File: src/sv/ppt_pkg.sv
package ppt_pkg;

  localparam int COORD_BITS     = 16;
  localparam int COEF_FRAC_BITS = 32;
  localparam int OUT_FRAC_BITS  = 16;
  localparam int COEF_W         = 48;
  localparam int OUT_W          = 32;
  localparam int REG_N          = 8;
  localparam int IDX_W          = 3;

  localparam int PROD_W  = COEF_W + COORD_BITS;
  localparam int SUM_W   = PROD_W + 2;
  localparam int NM_W    = SUM_W + OUT_FRAC_BITS;
  localparam int REM_W   = SUM_W + 1;
  localparam int N_CELLS = OUT_W;

  localparam logic [SUM_W-1:0] W_ONE   = SUM_W'(1) << COEF_FRAC_BITS;
  localparam logic [COEF_W-1:0] COEF_ONE = COEF_W'(1) << COEF_FRAC_BITS;
  localparam logic [OUT_W-1:0] SAT_POS = {1'b0, {(OUT_W-1){1'b1}}};
  localparam logic [OUT_W-1:0] SAT_NEG = {1'b1, {(OUT_W-1){1'b0}}};

  typedef enum logic [IDX_W-1:0] {
    REG_SCALE_XX, REG_SKEW_XY, REG_SHIFT_X, REG_SKEW_YX,
    REG_SCALE_YY, REG_SHIFT_Y, REG_PERSP_X, REG_PERSP_Y
  } ppt_reg_t;

  typedef logic [COEF_W-1:0] ppt_coef_t [REG_N];

  // Data handed from one divider cell to the next.
  typedef struct packed {
    logic              valid;
    logic              neg_x;
    logic              neg_y;
    logic              ovf_x;
    logic              ovf_y;
    logic              inf;
    logic [SUM_W-1:0]  wm;
    logic [REM_W-1:0]  rem_x;
    logic [REM_W-1:0]  rem_y;
    logic [OUT_W-1:0]  lq_x;
    logic [OUT_W-1:0]  lq_y;
  } ppt_cell_t;

endpackage

File: src/sv/ppt_div_cell.sv
module ppt_div_cell import ppt_pkg::*; (
  input  logic      clk,
  input  logic      rst_n,
  input  logic      adv,
  input  ppt_cell_t cell_i,
  output ppt_cell_t cell_o
);

  ppt_cell_t cell_nxt, cell_r;
  logic [REM_W-1:0] sx, sy;
  logic gx, gy;

  // one restoring step per lane: bring in the next numerator bit, try subtract
  always_comb begin
    sx = {cell_i.rem_x[REM_W-2:0], cell_i.lq_x[OUT_W-1]};
    sy = {cell_i.rem_y[REM_W-2:0], cell_i.lq_y[OUT_W-1]};
    gx = sx >= REM_W'(cell_i.wm);
    gy = sy >= REM_W'(cell_i.wm);
    cell_nxt = cell_i;
    cell_nxt.rem_x = gx ? sx - REM_W'(cell_i.wm) : sx;
    cell_nxt.rem_y = gy ? sy - REM_W'(cell_i.wm) : sy;
    cell_nxt.lq_x  = {cell_i.lq_x[OUT_W-2:0], gx};
    cell_nxt.lq_y  = {cell_i.lq_y[OUT_W-2:0], gy};
  end

  always_ff @(posedge clk) begin
    if (!rst_n) begin
      cell_r.valid <= 1'b0;
    end else if (adv) begin
      cell_r.valid <= cell_nxt.valid;
    end
    if (adv) begin
      cell_r.neg_x <= cell_nxt.neg_x;
      cell_r.neg_y <= cell_nxt.neg_y;
      cell_r.ovf_x <= cell_nxt.ovf_x;
      cell_r.ovf_y <= cell_nxt.ovf_y;
      cell_r.inf   <= cell_nxt.inf;
      cell_r.wm    <= cell_nxt.wm;
      cell_r.rem_x <= cell_nxt.rem_x;
      cell_r.rem_y <= cell_nxt.rem_y;
      cell_r.lq_x  <= cell_nxt.lq_x;
      cell_r.lq_y  <= cell_nxt.lq_y;
    end
  end

  assign cell_o = cell_r;

endmodule

File: config.mk
export PLATFORM = sky130hd
export DESIGN_NAME = ppt_div_cell
export DESIGN_NICKNAME = d
export VERILOG_FILES = /design/src/sv/ppt_pkg.sv /design/src/sv/ppt_div_cell.sv
export SDC_FILE = /design/constraint.sdc
export NUM_CORES = 1
export LEC_CHECK = 0
export BUFFER_PORTS_ARGS = -buffer_cell sky130_fd_sc_hd__clkbuf_2
export CAP_MARGIN = 25
export CORE_MARGIN = 8
export CORE_UTILIZATION = 30
export DETAILED_ROUTE_END_ITERATION = 16
export PLACE_DENSITY = 0.55
export SLEW_MARGIN = 10
export SYNTH_ARGS = -nofsm -noshare
export SYNTH_HDL_FRONTEND = slang
export SYNTH_SLANG_ARGS = --single-unit
File: constraint.sdc
create_clock -name clk -period 5.6 [get_ports clk]
set_clock_uncertainty 0.05 [all_clocks]
set_input_delay 0.56 -clock clk [delete_from_list [all_inputs] [get_ports clk]]
set_output_delay 0.56 -clock clk [all_outputs]
set_load 0.01 [all_outputs]
; ---- Word-level counts from Yosys, hierarchy flattened
; Index checks and enable logic that the tools add are counted.
[word_totals]
register_bits = 270
latch_bits = 0
ram_bits = 0
mem_bits_ro = 0
out_inout_bits = 270
n_memories = 0
[classes]
addsub = 2
n_mul = 0
n_div = 0
n_lt_le_gt_ge = 2
n_eq_ne = 0
shifts = 0
n_mux = 2
bitwise_logic = 0
reduce_logical = 0
[op_table]
columns = op, count
row1 = 67-bit by 66-bit greater-or-equal comparator with 1-bit output, 2
row2 = 67-bit two-way mux, 2
row3 = 67-bit by 66-bit subtractor with 67-bit output, 2

; ---- Depth between registers and ports, before layout
; Gate-level depths: netlist (run 1).
[logic_depth]
ltp_word = 2
ltp_mapped = 17

; ---- Worst setup path before layout (run 1)
; Ideal clock, no wire load.
[synth_path]
kind = input-to-reg
from = in cell_i[31] in the netlist's numbering
to = reg cell_r, in the netlist cell_o[92], data pin
setup_time_ps = 260
arrival_time_ps = 3357
setup_slack_ps = 1933
path_stages = 15
cell_sequence = inv_1 -> ha_1 -> inv_1 -> fa_1 -> a211oi_1 -> o21ai_1 -> nand3_1 -> o221ai_1 -> a221o_1 -> a221o_1 -> a21oi_1 -> o21a_1 -> o21ai_0 -> xor2_1 -> mux2_2
[synth_lines]
columns = element, line
row1 = start: declaration, ppt_div_cell.sv:5  ; input ppt_cell_t cell_i,
row2 = end: declaration, ppt_div_cell.sv:9  ; ppt_cell_t cell_nxt, cell_r;

==> flow_metrics.tcl, run 1 <==
set metrics [dict create \
    setup_viol 0 \
    cpPeakStageDelay_ns 0.54 \
    portBuffers 540 \
    ys.flop_type "edfxtp_1" \
    drc 0 \
    power_density_nw_per_um2 298 \
    instances_no_fill 3142 \
    ant_nets 0 \
    cp-end-kind "flop" \
    peakVddDrop_mv 0.174 \
    min_path_cells 1 \
    synth_edf_count 269 \
    netlist_instances 1809 \
    wire_per_inst_um 22.1 \
    die-area_um2 68900 \
    hold_path_class "in -> reg" \
    comb_power_share_pct 28.6 \
    die_h_um 263 \
    drv_cap 0 \
    worstPathArrival_ns 4.46 \
    hold_viol 0 \
    p_leak_nw 10.0 \
    setup_tns_ns 0 \
    clock_sinks 270 \
    required_ns 5.84 \
    finalCritPeriodShare_pct 75.3 \
    htreeDepth 2 \
    internal_power_w 0.00456 \
    totalWireLength_mm 69.4 \
    pin_count 543 \
    start_util_pct 30.3 \
    path_cells "clkbuf_2, inv_1, ha_1, and4_1, and4_1, and3_1, o2111ai_2, a21oi_2, nor3_4, a31oi_4, a31oi_4, o21a_4, inv_4, buf_4, a21oi_2" \
    tritoncts "yes" \
    clk_pin_slew_worst_paths_ns 0.06 \
    grt_pass1_vias 15800 \
    ff2ff_path_depth 2 \
    syn_nets 2216 \
    fin_nets 2731 \
    hpwlAfterDp_mm 56.8 \
    pwr-share-clk_pct 32.8 \
    ys_seq_area_share_pct 44.4 \
    synth_seq_cells 270 \
    grt_pass1_wl_mm 101 \
    swShare_pct 32.9 \
    seqPwrFrac_pct 38.5 \
    max_freq_mhz 237 \
    post_cts_buffers 0 \
    area_growth_pct 24.9 \
    relSlewSlack_pct 31.6 \
    coreArea_um2 60200 \
    syn_avg_cell_area_um2 10.1 \
    critical_path.startpoint_type "input pin" \
    outcome "finished, final reports clean" \
    grt.overflow.total 0 \
    crit_type "in -> reg" \
    die_w_um 263 \
    largest_register_ffs 270 \
    finalMaxSlewViolations 0 \
    slowest_stage "inv_4" \
    min_period_ns 4.22 \
    clock_path_buffers 3 \
    post_cts_resized 0 \
    numCtsBuffers 36 \
    dr.first_iter.drc_count 1242 \
    gp_congestion 0.913 \
    clockRootBuffer "clkbuf_16" \
    finish.utilization_pct 37.8 \
    holdBufCountCts 0 \
    yosys.cell_types.count 81 \
    ys_warn_count 0 \
    dp.cells 3068 \
    via_per_inst 5.10 \
    grt_max_degree 135 \
    power_switching_w 0.00223 \
    first_pass_iters 5 \
    clk-insertion-delay-late_ns 0.54 \
    grt_use_total_pct 19.0 \
    crit_path_max_fanout 35 \
    rows 90 \
    drive_gt1_share_pct 30.7 \
    synthArstFlopShare_pct 0 \
    syn_area_um2 18200 \
    vias 16000 \
    rsz0062_at_grt "false" \
    tightest_slew_ns 1.02 \
    antenna_found_initial 14 \
]
-- critical path: cells and delay by family --
kind | cells | cell delay, ns
fa+ha+maj | 1 | 0.44
simple gates | 4 | 0.98
buf+inv | 4 | 1.03
compound gates | 6 | 1.42
-- Yosys cell counts, types with 14 or more instances --
master / count / area (um2)
edfxtp_1: 269 / 8080
a21oi_1: 214 / 1070
nor2_1: 153 / 574
ha_1: 132 / 1650
nand2_1: 120 / 450
inv_1: 110 / 413
o21ai_0: 79 / 395
xnor2_1: 79 / 692
a21o_1: 67 / 503
a21oi_2: 53 / 464
xor2_1: 44 / 385
clkbuf_1: 43 / 161
nand3_1: 43 / 215
nand4_1: 42 / 263
o21bai_1: 30 / 225
a31oi_1: 21 / 131
buf_2: 20 / 100
nor3_1: 20 / 100
nor2_2: 19 / 119
and3_1: 18 / 113
nand2b_1: 16 / 100
mux2_1: 14 / 158
-- final timing paths --
kind / from / slack, ns / endpoint
worst max-delay path: cell_i[225] / 1.38 / cell_o[155]
worst min-delay path: cell_i[34] / 0.13 / cell_o[35]
worst max register to register: cell_o[269] / 4.96 / cell_o[269]
worst min register to register: cell_o[269] / 0.48 / cell_o[269]
-- layout by cell type, fill, tap and decap left out, types with 21 or more instances in the layout --
cell type,netlist,final
nand4_1,42,42
o21bai_1,30,30
a21oi_2,53,53
nand3_1,43,43
o21ai_0,79,79
xnor2_1,79,79
inv_1,110,110
a21o_1,67,67
edfxtp_1,269,269
ha_1,132,132
clkbuf_2,0,539
a21oi_1,214,214
a31oi_1,21,21
nand2_1,120,120
clkbuf_16,0,36
nor2_1,153,153
xor2_1,44,44
-- layer usage --
| metal | vias to the layer above | part of all wire [%] | track usage (%) |
|---|---|---|---|
| li1 | 7755 | - | - |
| met1 | 7585 | 42 | 23.5 |
| met5 | - | 0.066 | 0 |
| met3 | 98 | 7.7 | 5.23 |
| met4 | 8 | 2.8 | 6.00 |
| met2 | 582 | 48 | 32.1 |
-- area by class of cell --
type | instances | area, um2
fill | 6027 | 37500
sequential | 270 | 8100
multi-input combinational | 1346 | 9260
tap | 782 | 978
timing repair buffer | 559 | 2910
inverter | 111 | 419
clock inverter | 18 | 154
antenna | 9 | 22.5
clock buffer | 47 | 952
-- power groups by stage --
| stage | logic, W | clock network, W | registers, W |
|---|---|---|---|
| 3_3_place_gp | 0.00193 | 0 | 0.00266 |
| 6_report | 0.00195 | 0.00223 | 0.00262 |
| 4_1_cts | 0.00196 | 0.00230 | 0.00262 |
| 5_1_grt | 0.00212 | 0.00236 | 0.00264 |
| 3_5_place_dp | 0.00194 | 0 | 0.00266 |
| 2_1_floorplan | 0.00107 | 0 | 0.00277 |
-- per-stage QoR --
step	worst slack (ns)	cell area [um2]	total power, W	hold slack, ns
floorplan	1.93	18200	0.00384	0.488
global placement	0.875	21700	0.00459	0.444
detailed placement	0.772	21700	0.00460	0.466
CTS	1.36	22800	0.00688	0.0850
global route	1.19	22800	0.00713	0.0963
finish	1.38	22800	0.00680	0.131
-- cells by family after synthesis --
group           after synthesis  share of synthesized area [%]
compound gates              569                           20.4
xor+xnor                    123                           5.91
fa+ha+maj                   134                           9.28
buf+inv                     193                           4.91
flops                       270                           44.4
mux                          33                           2.26
simple gates                487                           12.9
(Power assumes the default switching activity.)
==> run 2: changes to the inputs <==
- ABC_AREA: unset -> 1
- PLACE_DENSITY: 0.55 -> 0.56
- clock period: 5.6 -> 3.78 ns (I/O delays scaled with it)
==> run 2 against run 1 <==
  * Synthesized cell count increased by 77%
  * Non-clock buffer count up 137
  * Area after synthesis increased by 19%
  * Global-route usage grew 4.5 points
  * Via count up 43%
  * Sequential power is 47% higher
  * Die area grew 18%
  * Total power up 58%
  * Clock power grew 54%
  * Critical endpoint is now cell_o[130]
==> flow_metrics.tcl, run 2 <==
set metrics [dict create \
    outcome "finished, final reports clean" \
    syn_avg_cell_area_um2 6.77 \
    ff2ff_path_depth 3 \
    totalWireLength_mm 99.9 \
    r2r_slack_ns 2.53 \
    dpl_cell_area_um2 25700 \
    htreeDepth 2 \
    power_density_nw_per_um2 381 \
    crit_path_max_fanout 29 \
    ys.flop_type "edfxtp_1" \
    post_cts_buffers 0 \
    path_cells "dlygate4sd3_1, clkbuf_2, inv_1, ha_1, a21oi_1, o21ai_0, a21oi_1, inv_1, nand2_1, nand3_1, nor2_1, nand2_2, inv_2, buf_12, a21oi_2" \
    hold_path_class "in -> reg" \
    synthArstFlopShare_pct 0 \
    synthTopCellsByArea "edfxtp_1 37%, nand2_1 23%, inv_1 10%" \
    clk-insertion-delay-late_ns 0.53 \
    largest_register_ffs 270 \
    grt_pass1_vias 22800 \
    peakVddDrop_mv 0.277 \
    syn_nets 3611 \
    coreArea_um2 71500 \
    finalCritPeriodShare_pct 89.0 \
    clock_sinks 270 \
    whs_endpoint "cell_o[225]" \
    fin_nets 4317 \
    clockRootBuffer "clkbuf_16" \
    critPathBufInv 6 \
    drv_cap 0 \
    synth_top_cell_area_share_pct 37.2 \
    die-area_um2 81200 \
    worstHoldStart "cell_i[225]" \
    ys_top_cells_by_count "1301 x nand2_1, 601 x inv_1, 269 x edfxtp_1" \
    yosys.area.top_type "edfxtp_1" \
    gp_congestion 0.989 \
    grt.overflow.total 0 \
    rows 98 \
    die_w_um 285 \
    vias 22900 \
    hold_viol 0 \
    drive_gt1_share_pct 16.8 \
    die_h_um 285 \
    cpPeakStageDelay_ns 0.54 \
    instances_no_fill 4891 \
    synth_most_common_cell "nand2_1" \
    required_ns 4.03 \
    final_common_cell "nand2_1" \
    holdBufCountCts 130 \
    critical_path.startpoint_type "input pin" \
    max_freq_mhz 297 \
    grt_pass1_wl_mm 144 \
    p_leak_nw 15.0 \
    setup_viol 0 \
    first_pass_iters 5 \
    area_growth_pct 29.9 \
    crit_type "in -> reg" \
    ys_seq_area_share_pct 37.3 \
    drc 0 \
    yosys.cell_types.count 33 \
    grt_max_degree 74 \
    cp-end-kind "flop" \
    syn_area_um2 21700 \
    tritoncts "yes" \
    pin_count 543 \
    ant_nets 0 \
    min_path_cells 1 \
    rsz0062_at_grt "false" \
    cp_top_family "buffers and inverters" \
    slowest_stage "dlygate4sd3_1" \
    hold_ws_ns 0.0406 \
    post_cts_resized 0 \
    portBuffers 540 \
    min_period_ns 3.37 \
    setup_tns_ns 0 \
    worstPathArrival_ns 3.62 \
    start_util_pct 30.3 \
    hpwlAfterDp_mm 85.9 \
    cp.depth 15 \
    clock_path_buffers 3 \
    grt_use_total_pct 23.6 \
    clk_pin_slew_worst_paths_ns 0.06 \
    final_cell_area_um2 28200 \
    wire_per_inst_um 20.4 \
    r2r-start "cell_o[269]" \
    dr.first_iter.drc_count 1652 \
    netlist_instances 3204 \
    final_cell_mix "1301 x nand2_1, 601 x inv_1, 539 x clkbuf_2" \
    via_per_inst 4.67 \
    numCtsBuffers 35 \
    relSlewSlack_pct 52.9 \
    synth_edf_count 269 \
    finalMaxSlewViolations 0 \
    synth_seq_cells 270 \
    ys_warn_count 0 \
    tightest_slew_ns 0.705 \
    antenna_found_initial 9 \
    reg2reg_to "cell_o[269]" \
    dp.cells 4693 \
]
## run 2: worst register-to-register path, cell delays in order (launching register included)
cell	delay (ns)
dfxtp_1	0.32
o21ai_0	0.15
a21oi_1	0.05
dlygate4sd3_1	0.57
## run 2: how the worst max path moves through the flow
| stage | slack (ns) | start | to |
|---|---|---|---|
| after floorplan | 1.47 | cell_i[230] | cell_o[127] |
| after global placement | 0.46 | cell_i[231] | cell_o[197] |
| after detailed placement | 0.43 | cell_i[221] | cell_o[98] |
| after CTS | 0.47 | cell_i[215] | cell_o[103] |
| after global routing | 0.24 | cell_i[256] | cell_o[93] |
| final | 0.41 | cell_i[256] | cell_o[130] |
## run 2: per-stage QoR
step | utilization [%] | setup slack [ns] | power [W]
3_5_place_dp | 36.0 | 0.426 | 0.00723
5_1_grt | 39.4 | 0.237 | 0.0113
6_report | 39.4 | 0.415 | 0.0107
3_3_place_gp | 36.0 | 0.459 | 0.00722
4_1_cts | 39.4 | 0.466 | 0.0108
2_1_floorplan | - | 1.47 | 0.00576
## run 2: kinds of logic after synthesis
group	after synthesis	share of synthesized area, %
AO/OA/AOI/OAI	250	6.06
AND/OR/NAND/NOR	1836	34.4
flip-flops	270	37.3
buffers and inverters	644	11.6
adder cells (fa/ha/maj)	134	7.80
XOR/XNOR	70	2.83
## run 2: area by class of cell
| class | count | area (um2) |
|---|---|---|
| antenna | 4 | 10.0 |
| clock buffer | 42 | 902 |
| clock inverter | 22 | 258 |
| fill | 7739 | 43300 |
| inverter | 617 | 2320 |
| multi-input combinational | 2290 | 11100 |
| sequential | 270 | 8100 |
| tap | 950 | 1190 |
| timing repair buffer | 696 | 4320 |
## run 2: per-layer routing
metal  share of wire (%)  up-vias  GRT usage, %  wire [um]
met1                  41    10500          28.2      40800
met5               0.027        -             0         27
met2                  49      721          42.4      49200
met3                 6.5      137          4.41       6520
met4                 3.3        4          7.37       3320
li1                    -    11500             -          -
## run 2: where the power goes
group,switching (W),internal [W]
clock network,0.00138,0.00206
registers,0.000105,0.00374
logic,0.00226,0.00117
